## src/rtl/core/ps2mt_pkg.sv

```systemverilog
// ----------------------------------------------------------------------------
// ps2mt_pkg
// Shared widths, constants and register indexes for the PS/2 mouse packet
// tracker.
// ----------------------------------------------------------------------------
`default_nettype none

package ps2mt_pkg;

  // Payload widths
  localparam int unsigned BYTE_W   = 8;
  localparam int unsigned POS_W    = 12;
  localparam int unsigned BTN_W    = 3;
  localparam int unsigned WHEEL_W  = 4;
  localparam int unsigned DELTA_W  = 10;  // twice a signed byte, either sign
  localparam int unsigned CFG_IDX_W  = 2;
  localparam int unsigned CFG_DATA_W = 12;

  // Header byte: bit 3 is always set in a valid first byte
  localparam int unsigned SYNC_BIT = 3;

  // Cursor sprite size, subtracted from the screen size to get the limit
  localparam logic [POS_W-1:0] CURSOR_W = POS_W'(12);
  localparam logic [POS_W-1:0] CURSOR_H = POS_W'(18);

  // Power-up cursor position
  localparam logic [POS_W-1:0] POS_X_RESET = POS_W'(320);
  localparam logic [POS_W-1:0] POS_Y_RESET = POS_W'(240);

  // Power-up register values
  localparam logic [POS_W-1:0] WIDTH_RESET  = POS_W'(640);
  localparam logic [POS_W-1:0] HEIGHT_RESET = POS_W'(480);

  // Configuration register indexes
  typedef enum logic [CFG_IDX_W-1:0] {
    CFG_WHEEL_MODE    = 2'd0,
    CFG_SCREEN_WIDTH  = 2'd1,
    CFG_SCREEN_HEIGHT = 2'd2
  } cfg_index_t;

endpackage : ps2mt_pkg

`default_nettype wire

```

## src/rtl/core/ps2mt_move_clamp.sv

```systemverilog
// ----------------------------------------------------------------------------
// ps2mt_move_clamp
// Adds a signed move to one cursor coordinate and clamps the sum to
// 0..limit, where limit is screen size minus cursor size, floored at 0 and
// capped at the largest coordinate.
// ----------------------------------------------------------------------------
`default_nettype none

module ps2mt_move_clamp #(
  parameter int COORD_BITS = 12
) (
  input  wire logic        [ps2mt_pkg::POS_W-1:0]   pos,
  input  wire logic signed [ps2mt_pkg::DELTA_W-1:0] delta,
  input  wire logic        [ps2mt_pkg::POS_W-1:0]   screen,
  input  wire logic        [ps2mt_pkg::POS_W-1:0]   margin,
  output logic             [ps2mt_pkg::POS_W-1:0]   pos_next
);

  // Wide enough for the largest cap (16-bit coordinates) plus a sign bit
  localparam int SUM_W = 18;
  localparam int CoordMax = (1 << COORD_BITS) - 1;
  localparam logic signed [SUM_W-1:0] CapVal = SUM_W'(CoordMax);

  logic signed [SUM_W-1:0] sum;
  logic signed [SUM_W-1:0] limit_raw;
  logic signed [SUM_W-1:0] limit;
  logic signed [SUM_W-1:0] clamped;

  // Moved position and raw limit, both in signed wide form
  assign sum = $signed({{(SUM_W-ps2mt_pkg::POS_W){1'b0}}, pos})
             + $signed({{(SUM_W-ps2mt_pkg::DELTA_W){delta[ps2mt_pkg::DELTA_W-1]}}, delta});
  assign limit_raw = $signed({{(SUM_W-ps2mt_pkg::POS_W){1'b0}}, screen})
                   - $signed({{(SUM_W-ps2mt_pkg::POS_W){1'b0}}, margin});

  // Floor and cap the limit, then clamp the position into 0..limit
  always_comb begin
    limit = limit_raw;
    if (limit < 0) begin
      limit = '0;
    end
    if (limit > CapVal) begin
      limit = CapVal;
    end
    clamped = sum;
    if (clamped < 0) begin
      clamped = '0;
    end
    if (clamped > limit) begin
      clamped = limit;
    end
  end

  assign pos_next = clamped[ps2mt_pkg::POS_W-1:0];

endmodule : ps2mt_move_clamp

`default_nettype wire

```

## src/rtl/core/ps2_mouse_packet_tracker.sv

```systemverilog
// A byte goes from the input register to the result register; out_stall can hold it.
// Throughput: one byte per cycle unless out_stall holds the result register.
// Each accepted byte produces exactly one result transaction.
// Reset (rst, synchronous): empty pipeline, awaiting a header byte, cursor at
// 320,240, no buttons, zero wheel, three-byte packets, screen 640x480.
// ----------------------------------------------------------------------------
// ps2_mouse_packet_tracker
// Frames PS/2 mouse packets (three bytes, or four with the wheel byte),
// tracks buttons, wheel and a clamped cursor position.
// ----------------------------------------------------------------------------
`default_nettype none

module ps2_mouse_packet_tracker #(
  parameter int COORD_BITS = 12
) (
  input  wire logic clk,
  input  wire logic rst,

  // Configuration write port
  input  wire logic                                cfg_we,
  input  wire logic [ps2mt_pkg::CFG_IDX_W-1:0]     cfg_index,
  input  wire logic [ps2mt_pkg::CFG_DATA_W-1:0]    cfg_data,

  // Received byte channel
  input  wire logic                                in_valid,
  output logic                                     in_stall,
  input  wire logic [ps2mt_pkg::BYTE_W-1:0]        rx_byte,

  // Result channel
  output logic                                     out_valid,
  input  wire logic                                out_stall,
  output logic        [ps2mt_pkg::POS_W-1:0]       cursor_x,
  output logic        [ps2mt_pkg::POS_W-1:0]       cursor_y,
  output logic        [ps2mt_pkg::BTN_W-1:0]       button_bits,
  output logic signed [ps2mt_pkg::WHEEL_W-1:0]     scroll_delta,
  output logic                                     packet_done
);

  typedef enum logic [1:0] {
    PH_HEADER = 2'd0,
    PH_XDATA  = 2'd1,
    PH_YDATA  = 2'd2,
    PH_WHEEL  = 2'd3
  } phase_t;

  // Configuration registers
  logic                           wheel_mode;
  logic [ps2mt_pkg::POS_W-1:0]    screen_width;
  logic [ps2mt_pkg::POS_W-1:0]    screen_height;

  // Input register
  logic                           s1_valid;
  logic [ps2mt_pkg::BYTE_W-1:0]   s1_byte;

  // Tracker state
  phase_t                         byte_phase;
  logic [ps2mt_pkg::BYTE_W-1:0]   header_byte;
  logic [ps2mt_pkg::BYTE_W-1:0]   x_delta_byte;
  logic [ps2mt_pkg::POS_W-1:0]    pos_x;
  logic [ps2mt_pkg::POS_W-1:0]    pos_y;
  logic [ps2mt_pkg::BTN_W-1:0]    buttons_held;
  logic [ps2mt_pkg::WHEEL_W-1:0]  wheel_value;

  // Next-state values
  phase_t                         byte_phase_next;
  logic [ps2mt_pkg::BYTE_W-1:0]   header_byte_next;
  logic [ps2mt_pkg::BYTE_W-1:0]   x_delta_byte_next;
  logic [ps2mt_pkg::POS_W-1:0]    pos_x_next;
  logic [ps2mt_pkg::POS_W-1:0]    pos_y_next;
  logic [ps2mt_pkg::BTN_W-1:0]    buttons_held_next;
  logic [ps2mt_pkg::WHEEL_W-1:0]  wheel_value_next;
  logic                           done_next;

  logic                           out_ready;
  logic                           advance;
  logic signed [ps2mt_pkg::DELTA_W-1:0] dx;
  logic signed [ps2mt_pkg::DELTA_W-1:0] dy;
  logic [ps2mt_pkg::POS_W-1:0]    moved_x;
  logic [ps2mt_pkg::POS_W-1:0]    moved_y;

  // Handshake: the result register frees when empty or taken
  assign out_ready = !out_valid || !out_stall;
  assign advance   = s1_valid && out_ready;
  assign in_stall  = s1_valid && !out_ready;

  // Configuration writes
  always_ff @(posedge clk) begin
    if (rst) begin
      wheel_mode    <= 1'b0;
      screen_width  <= ps2mt_pkg::WIDTH_RESET;
      screen_height <= ps2mt_pkg::HEIGHT_RESET;
    end else if (cfg_we) begin
      case (cfg_index)
        ps2mt_pkg::CFG_WHEEL_MODE:    wheel_mode    <= cfg_data[0];
        ps2mt_pkg::CFG_SCREEN_WIDTH:  screen_width  <= cfg_data[ps2mt_pkg::POS_W-1:0];
        ps2mt_pkg::CFG_SCREEN_HEIGHT: screen_height <= cfg_data[ps2mt_pkg::POS_W-1:0];
        default: ;
      endcase
    end
  end

  // Input register
  always_ff @(posedge clk) begin
    if (rst) begin
      s1_valid <= 1'b0;
    end else if (!in_stall) begin
      s1_valid <= in_valid;
    end
  end

  always_ff @(posedge clk) begin
    if (!in_stall && in_valid) begin
      s1_byte <= rx_byte;
    end
  end

  // Moves: X doubled, Y doubled and negated
  assign dx = $signed({x_delta_byte[7], x_delta_byte, 1'b0});
  assign dy = -$signed({s1_byte[7], s1_byte, 1'b0});

  ps2mt_move_clamp #(
    .COORD_BITS (COORD_BITS)
  ) u_clamp_x (
    .pos      (pos_x),
    .delta    (dx),
    .screen   (screen_width),
    .margin   (ps2mt_pkg::CURSOR_W),
    .pos_next (moved_x)
  );

  ps2mt_move_clamp #(
    .COORD_BITS (COORD_BITS)
  ) u_clamp_y (
    .pos      (pos_y),
    .delta    (dy),
    .screen   (screen_height),
    .margin   (ps2mt_pkg::CURSOR_H),
    .pos_next (moved_y)
  );

  // Packet framing
  always_comb begin
    byte_phase_next   = byte_phase;
    header_byte_next  = header_byte;
    x_delta_byte_next = x_delta_byte;
    pos_x_next        = pos_x;
    pos_y_next        = pos_y;
    buttons_held_next = buttons_held;
    wheel_value_next  = wheel_value;
    done_next         = 1'b0;
    unique case (byte_phase)
      PH_HEADER: begin
        // Bytes without the sync bit are dropped to regain framing
        if (s1_byte[ps2mt_pkg::SYNC_BIT]) begin
          wheel_value_next = '0;
          header_byte_next = s1_byte;
          byte_phase_next  = PH_XDATA;
        end
      end
      PH_XDATA: begin
        x_delta_byte_next = s1_byte;
        byte_phase_next   = PH_YDATA;
      end
      PH_YDATA: begin
        buttons_held_next = header_byte[ps2mt_pkg::BTN_W-1:0];
        pos_x_next        = moved_x;
        pos_y_next        = moved_y;
        if (wheel_mode) begin
          byte_phase_next = PH_WHEEL;
        end else begin
          byte_phase_next = PH_HEADER;
          done_next       = 1'b1;
        end
      end
      PH_WHEEL: begin
        wheel_value_next = s1_byte[ps2mt_pkg::WHEEL_W-1:0];
        byte_phase_next  = PH_HEADER;
        done_next        = 1'b1;
      end
    endcase
  end

  // Tracker state and result register
  always_ff @(posedge clk) begin
    if (rst) begin
      byte_phase   <= PH_HEADER;
      header_byte  <= '0;
      x_delta_byte <= '0;
      pos_x        <= ps2mt_pkg::POS_X_RESET;
      pos_y        <= ps2mt_pkg::POS_Y_RESET;
      buttons_held <= '0;
      wheel_value  <= '0;
      out_valid    <= 1'b0;
    end else begin
      if (advance) begin
        byte_phase   <= byte_phase_next;
        header_byte  <= header_byte_next;
        x_delta_byte <= x_delta_byte_next;
        pos_x        <= pos_x_next;
        pos_y        <= pos_y_next;
        buttons_held <= buttons_held_next;
        wheel_value  <= wheel_value_next;
        cursor_x     <= pos_x_next;
        cursor_y     <= pos_y_next;
        button_bits  <= buttons_held_next;
        scroll_delta <= $signed(wheel_value_next);
        packet_done  <= done_next;
      end
      if (out_ready) begin
        out_valid <= s1_valid;
      end
    end
  end

endmodule : ps2_mouse_packet_tracker

`default_nettype wire
```

## config.mk

```make
export PLATFORM = sky130hd
export DESIGN_NAME = ps2_mouse_packet_tracker
export DESIGN_NICKNAME = d
export VERILOG_FILES = /design/src/rtl/core/ps2mt_pkg.sv /design/src/rtl/core/ps2mt_move_clamp.sv /design/src/rtl/core/ps2_mouse_packet_tracker.sv
export SDC_FILE = /design/constraint.sdc
export NUM_CORES = 1
export LEC_CHECK = 0
export ABC_AREA = 1
export BUFFER_PORTS_ARGS = -buffer_cell sky130_fd_sc_hd__buf_2
export CELL_PAD_IN_SITES_DETAIL_PLACEMENT = 0
export CELL_PAD_IN_SITES_GLOBAL_PLACEMENT = 1
export CORE_UTILIZATION = 49
export CTS_BUF_LIST = sky130_fd_sc_hd__clkbuf_8
export DETAILED_ROUTE_END_ITERATION = 10
export PLACE_DENSITY = 0.94
export SLEW_MARGIN = 10
export SYNTH_ARGS = -nofsm -noshare
export SYNTH_HDL_FRONTEND = slang
export SYNTH_SLANG_ARGS = --single-unit
```

## constraint.sdc

```tcl
create_clock -name clk -period 4.6 [get_ports clk]
set_input_delay 0.69 -clock clk [delete_from_list [all_inputs] [get_ports clk]]
set_output_delay 0.69 -clock clk [all_outputs]
set_load 0.1 [all_outputs]
```

Yosys cells after proc, flatten, opt, wreduce, memory -nomap -nowiden
Cells that the tools add are included.
Word-level totals
  register bits after elaboration: 111
  input port bits: 27
  output and inout bits: 34
Cells by class
  $add $sub $neg: 5
  order comparisons: 8
  eq/ne operators: 6
  mux-type cells: 18
  bitwise logic cells: 1
  reductions and logical operators: 17
Operators by type and width (count)
  $mux W18: 6
  $mux W12: 4
  $gt A18 B13 Y1 const B: 2
  $gt A18 B18 Y1: 2
  $lt A14 B1 Y1 const B: 2
  $lt A13 B1 Y1 const B: 2
  $add A13 B10 Y14: 1
  $add A13 B9 Y14: 1
  $sub A12 B4 Y13 const B: 1
  $sub A12 B5 Y13 const B: 1
  $reduce_and A2 Y1: 6
  $neg A9 Y10: 1
  $pmux W2 S4: 1
  $pmux W4 S2: 1
  $eq A2 B2 Y1 const B: 3
  $eq A2 B1 Y1 const B: 2
  $logic_not A1 Y1: 4
  $logic_not A2 Y1: 2
  $mux W2: 2
  $mux W4: 1
  $logic_and A1 B1 Y1: 3
  $mux W3: 1
  $reduce_and A3 Y1: 1
  $ne A2 B2 Y1 const B: 1
  4 further kinds: 4

Longest topological paths before layout
  depth in word-level cells: 8
  mapped depth: 31
  depth with buffers taken out: 29

By module
A second synthesis with hierarchy kept.
Unflattened totals
  cell total of the unflattened synthesis: 1193
  area, all modules: 8408.1 um2
Modules (own cells, without submodules)
  ps2_mouse_packet_tracker: times used 1, cells an instance 516, area an instance 4570.6 um2
  ps2mt_move_clamp (u_clamp_x): times used 1, cells an instance 339, area an instance 1964.4 um2
  ps2mt_move_clamp (u_clamp_y): times used 1, cells an instance 338, area an instance 1873.0 um2

Worst setup path after synthesis
No wires, ideal clock.
  path type: register to register
  start point: register s1_byte[0] (netlist bit)
  end point: register cursor_y[3] (netlist bit), data pin
  library setup time: 255 ps
  arrival time: 2918 ps
  required time: 4345 ps
  setup slack: 1427 ps
  stages on the path, launching flop included: 28
  period minus slack after synthesis: 3173 ps
  cells stage by stage: edfxtp_1 -> ha_1 -> inv_1 -> fa_1 -> nand3_1 -> nand2_1 -> nand3_1 -> nand3_1 -> nand2_1 -> nand2_2 -> buf_6 -> inv_1 -> nor2_1 -> ha_1 -> inv_1 -> o21bai_1 -> nand3_1 -> nand2_1 -> nand2_1 -> nand2_1 -> nand2_1 -> nand2_1 -> nand2_1 -> nand2_2 -> buf_4 -> nand3_1 -> nand3_1 -> nand2_1
On the way
  longest elaborated chain between the ends: 7
Ends and longest elaborated chain
  start: declaration: RTL line ps2_mouse_packet_tracker.sv:53  | logic [ps2mt_pkg::BYTE_W-1:0] s1_byte;
  start signal: assignment: RTL line ps2_mouse_packet_tracker.sv:113  | s1_byte <= rx_byte;
  $neg A9 Y10 (*): RTL line ps2_mouse_packet_tracker.sv:119  | assign dy = -$signed({s1_byte[7], s1_byte, 1'b0});
  $add A13 B10 Y14 (*): RTL line ps2mt_move_clamp.sv:31  | + $signed({{(SUM_W-ps2mt_pkg::DELTA_W){delta[ps2mt_pkg::DELTA_W-1]}}, delta});
  $lt A14 B1 Y1: RTL line ps2mt_move_clamp.sv:45  | if (clamped < 0) begin
  $mux W18 (*): RTL line ps2mt_move_clamp.sv:45
  $gt A18 B18 Y1: RTL line ps2mt_move_clamp.sv:48  | if (clamped > limit) begin
  $mux W12 (*): RTL line ps2mt_move_clamp.sv:48
  $mux W12 (*): RTL line ps2_mouse_packet_tracker.sv:151  | unique case (byte_phase)
  via pos_y_next (one bit): RTL line ps2_mouse_packet_tracker.sv:69  | logic [ps2mt_pkg::POS_W-1:0] pos_y_next;
  end signal: assignment: RTL line ps2_mouse_packet_tracker.sv:204  | cursor_y <= pos_y_next;
  end: declaration: RTL line ps2_mouse_packet_tracker.sv:33  | output logic [ps2mt_pkg::POS_W-1:0] cursor_y,
Mark *: on every way through the listed nets, which the timed path passes. The rest lies on a longest branch.
A chain may end at the register's enable or synchronous reset.

Worst setup path after layout
  start point: register s1_byte[0] (netlist bit)
  end point: register cursor_y[7] (netlist bit), data pin
The elaborated chain is that of the path after synthesis.

==> qor.log <==
INFO  timing         rsz0062_at_grt=false
INFO  placement      routability_congestion_estimate=0.912
INFO  yosys          synth-edff-count=40
INFO  floorplanning  initial_core_util=50.5%
INFO  pwr            vdd_ir_drop_max=0.000173V
INFO  route          highest_layer=met4
INFO  clock_tree     cts_hold_buf=0
INFO  setup_path     worstPathRequired=4.76ns
INFO  clock_tree     clockRootBuffer=clkbuf_8
INFO  yosys          synthDistinctLibCells=43
INFO  yosys          seq_area_frac_synth=37.1%
INFO  yosys          post_synth_inst_count=974
INFO  cells_and_area area_growth_syn_to_layout=8.60%
INFO  yosys          mappedNetlistNets=1051
INFO  clock_tree     cts.path.max_buffers=2
INFO  worst_hold_path min_path_type=in2reg
INFO  setup_path     r2r-start=s1_byte[0]
INFO  run_status     status=completed
INFO  global_route   antenna_found_initial=0
INFO  timing         fmax=254MHz
INFO  yosys          synth_top_area_cell=dfxtp_1
INFO  yosys          synth-async-reset-ratio=0%
INFO  floorplanning  io_pins=61
INFO  route          drc_errors=0
INFO  timing         period_minus_ws_final=3.94ns
INFO  setup_path     worst_path_arrival_time=4.10ns
INFO  setup_path     reg2reg_depth=21
INFO  floorplanning  fp.dieH=122um
INFO  cells_and_area final_cell_mix=nand2_1 (219), inv_1 (137), nand3_1 (96)
INFO  worst_hold_path timing.hold.worst.start=rx_byte[6]
INFO  placement      dp.final_hpwl=13.1mm
INFO  setup_path     critPathMaxFanout=13
INFO  yosys          synthesis.yosys.warnings=0
INFO  clock_tree     worstSkewPairLatency=0.40ns
INFO  route          drt-total-wl=17.5mm
INFO  placement      buffer_ports.inserted=60
INFO  timing         totalNegativeSetupSlack=0ns
INFO  clock_tree     tritoncts=done
INFO  cells_and_area final_design_area_no_fill=7680um^2
INFO  setup_path     setup.reg_to_reg.worst_slack=0.66ns
INFO  floorplanning  rows=43
INFO  clock_tree     postCtsSetupBuffers=0
INFO  yosys          ys_top_cells_by_area=dfxtp_1 (20%), edfxtp_1 (17%), nand2_1 (12%)
INFO  cells_and_area layout_commonest_cell=nand2_1
INFO  yosys          netlist_area=7070um^2
INFO  timing         hold_viol_final=0
INFO  route          detail-route-antenna-nets=0
INFO  setup_path     setup.worst_path.start_class=flop
INFO  cells_and_area layout-drive-gt1-share=14.3%
INFO  clock_tree     cts.sink_count=111
INFO  yosys          ys.flop_type=dfxtp_1
INFO  placement      placement_cell_area=7460um^2
INFO  placement      pre_cts_setup_slack=0.697ns
INFO  global_route   grt_usage=24.5%
INFO  route          detail_route.first_pass.iterations=7
INFO  pwr            cellPowerDensity=318nW/um^2
INFO  yosys          avgSynthCellArea=7.26um^2
INFO  setup_path     regToRegEndpoint=cursor_y[7]
INFO  route          routedLengthMet1=7.83mm
INFO  clock_tree     cts_buffers=9
INFO  route          via_count=6309
INFO  flow_run       cap_violations=0
INFO  global_route   grt_max_degree=33
INFO  setup_path     critical_path.endpoint_type=flop
INFO  route          route.met2.wl=8.39mm
INFO  cells_and_area final_nets=1094
INFO  clock_tree     clk_pin_slew_worst_paths=0.12ns
INFO  global_route   vias_in_the_first_global_route=5877
INFO  pwr            total_leakage_power=3.86nW
INFO  timing         min_period_over_period=85.7%
INFO  route          wl_met3=907um
INFO  yosys          yosysTopAreaCellShare=20.1%
INFO  clock_tree     htreeDepth=3
INFO  timing         setup_viol_count_final=0
INFO  floorplanning  floorplan.core_area=14000um^2
INFO  route          first_iter_violations=427
INFO  clock_tree     cts_repair_resize_count=0
INFO  setup_path     worst_setup_path_startpoint=s1_byte[0]
INFO  cells_and_area antenna_cells=0
INFO  timing         max_slew_violation_count=0
INFO  cells_and_area fill_cells=1390
INFO  route          via_per_inst=5.25
INFO  timing         clock-skew-final=0.0135ns
INFO  floorplanning  design.die.area=14900um^2
INFO  setup_path     worstSetupEndpoint=cursor_y[7]
INFO  yosys          yosys_register_bits=111
INFO  timing         tightest_slew=1.04ns
INFO  global_route   grt_first_pass_wirelength=28.4mm
INFO  route          route.detailed.wl_per_inst=14.5um
INFO  timing         worst_slew_margin_rel=30.1%
INFO  floorplanning  die_width=122um
INFO  setup_path     critical_path_class=reg2reg
INFO  global_route   grt_overflow=0
INFO  timing         setup_slack=0.656ns
cell usage after synthesis (6+ instances only):
cell type and n:
xor2_1 10, nor3_1 7, nand2_2 28, o21ai_0 51, nand3_1 96, edfxtp_1 40
clkbuf_1 19, inv_2 7, ha_1 48, nand3_2 15, or2_2 6, inv_1 137
dfxtp_1 71, nor2_1 86, nand2_1 219, nand4_1 9, a21oi_1 67
worst min path at each step:
stage | endpoint | slack [ns] | cells after the start
floorplan | buttons_held[2] | 0.42 | 2
global placement | buttons_held[2] | 0.44 | 2
detailed placement | buttons_held[2] | 0.45 | 2
CTS | s1_byte[6] | 0.45 | 1
global route | s1_byte[7] | 0.45 | 1
finish | s1_byte[6] | 0.47 | 1
final cells by class:
cell class / count / area (um^2) / share of cell area [%]
repair buffers: 64 / 330 / 4.30
flip-flops and latches: 111 / 2620 / 34.2
inverters: 144 / 541 / 7.04
multi-input cells: 687 / 3740 / 48.7
well taps: 180 / 225 / 2.93
clock inverters: 7 / 95.1 / 1.24
clock buffers: 9 / 124 / 1.61
sequential cells by signal, summed over array words and instances (netlist names):
signal and flops:
cursor_x 12, cursor_y 12, pos_x 12, pos_y 12, screen_height 12, screen_width 12
s1_byte 8, x_delta_byte 8, scroll_delta 4, wheel_value 4, button_bits 3, buttons_held 3
header_byte 3, byte_phase 2, out_valid 1, packet_done 1, s1_valid 1, wheel_mode 1
power breakdown:
| part | total [mW] | leakage, nW | switching [mW] | internal [mW] |
|---|---|---|---|---|
| combinational | 0.683 | 2.80 | 0.476 | 0.207 |
| sequential | 1.10 | 0.956 | 0.0340 | 1.07 |
| clock | 0.652 | 0.111 | 0.383 | 0.269 |
| total | 2.44 | 3.86 | 0.893 | 1.55 |
metrics by stage:
| stage | util (%) | hold WS (ns) | instances | total power, mW |
|---|---|---|---|---|
| 3_5_place_dp | 53.3 | 0.452 | 1186 | 1.80 |
| 4_1_cts | 54.9 | 0.453 | 1202 | 2.45 |
| 6_report | 54.9 | 0.465 | 1202 | 2.44 |
| 2_1_floorplan | - | 0.424 | 974 | 1.68 |
| 3_3_place_gp | 53.3 | 0.439 | 1186 | 1.80 |
| 5_1_grt | 54.9 | 0.446 | 1202 | 2.58 |
kinds of logic after synthesis:
kind of cell | Yosys count | synth area share [%]
adder cells (fa/ha/maj) | 50 | 9.06
flip-flops | 111 | 37.1
AND/OR/NAND/NOR | 476 | 30.6
buffers and inverters | 176 | 10.1
XOR/XNOR | 14 | 1.73
AO/OA/AOI/OAI | 147 | 11.4
layer usage:
layer,up-vias,global-route usage [%]
met5,-,0
met3,27,4.92
met2,147,41.2
met1,2877,31.3
li1,3258,-
met4,0,7.70
worst max-delay path: stages (launching register included):
cell      delay (ns)
edfxtp_1        0.47
ha_1            0.23
inv_1           0.07
fa_1            0.40
nand3_1         0.09
nand2_1         0.12
nand3_1         0.11
nand4_1         0.12
nand2_2         0.23
inv_1           0.13
nor2_1          0.21
ha_1            0.27
nand2_1         0.12
nor2_1          0.06
a211oi_1        0.18
nand2_1         0.08
nand2_1         0.07
nand2_2         0.17
nand2_2         0.29
nand2_1         0.11
nand3_1         0.10
nand2_1         0.08
(Power assumes the default switching activity.)
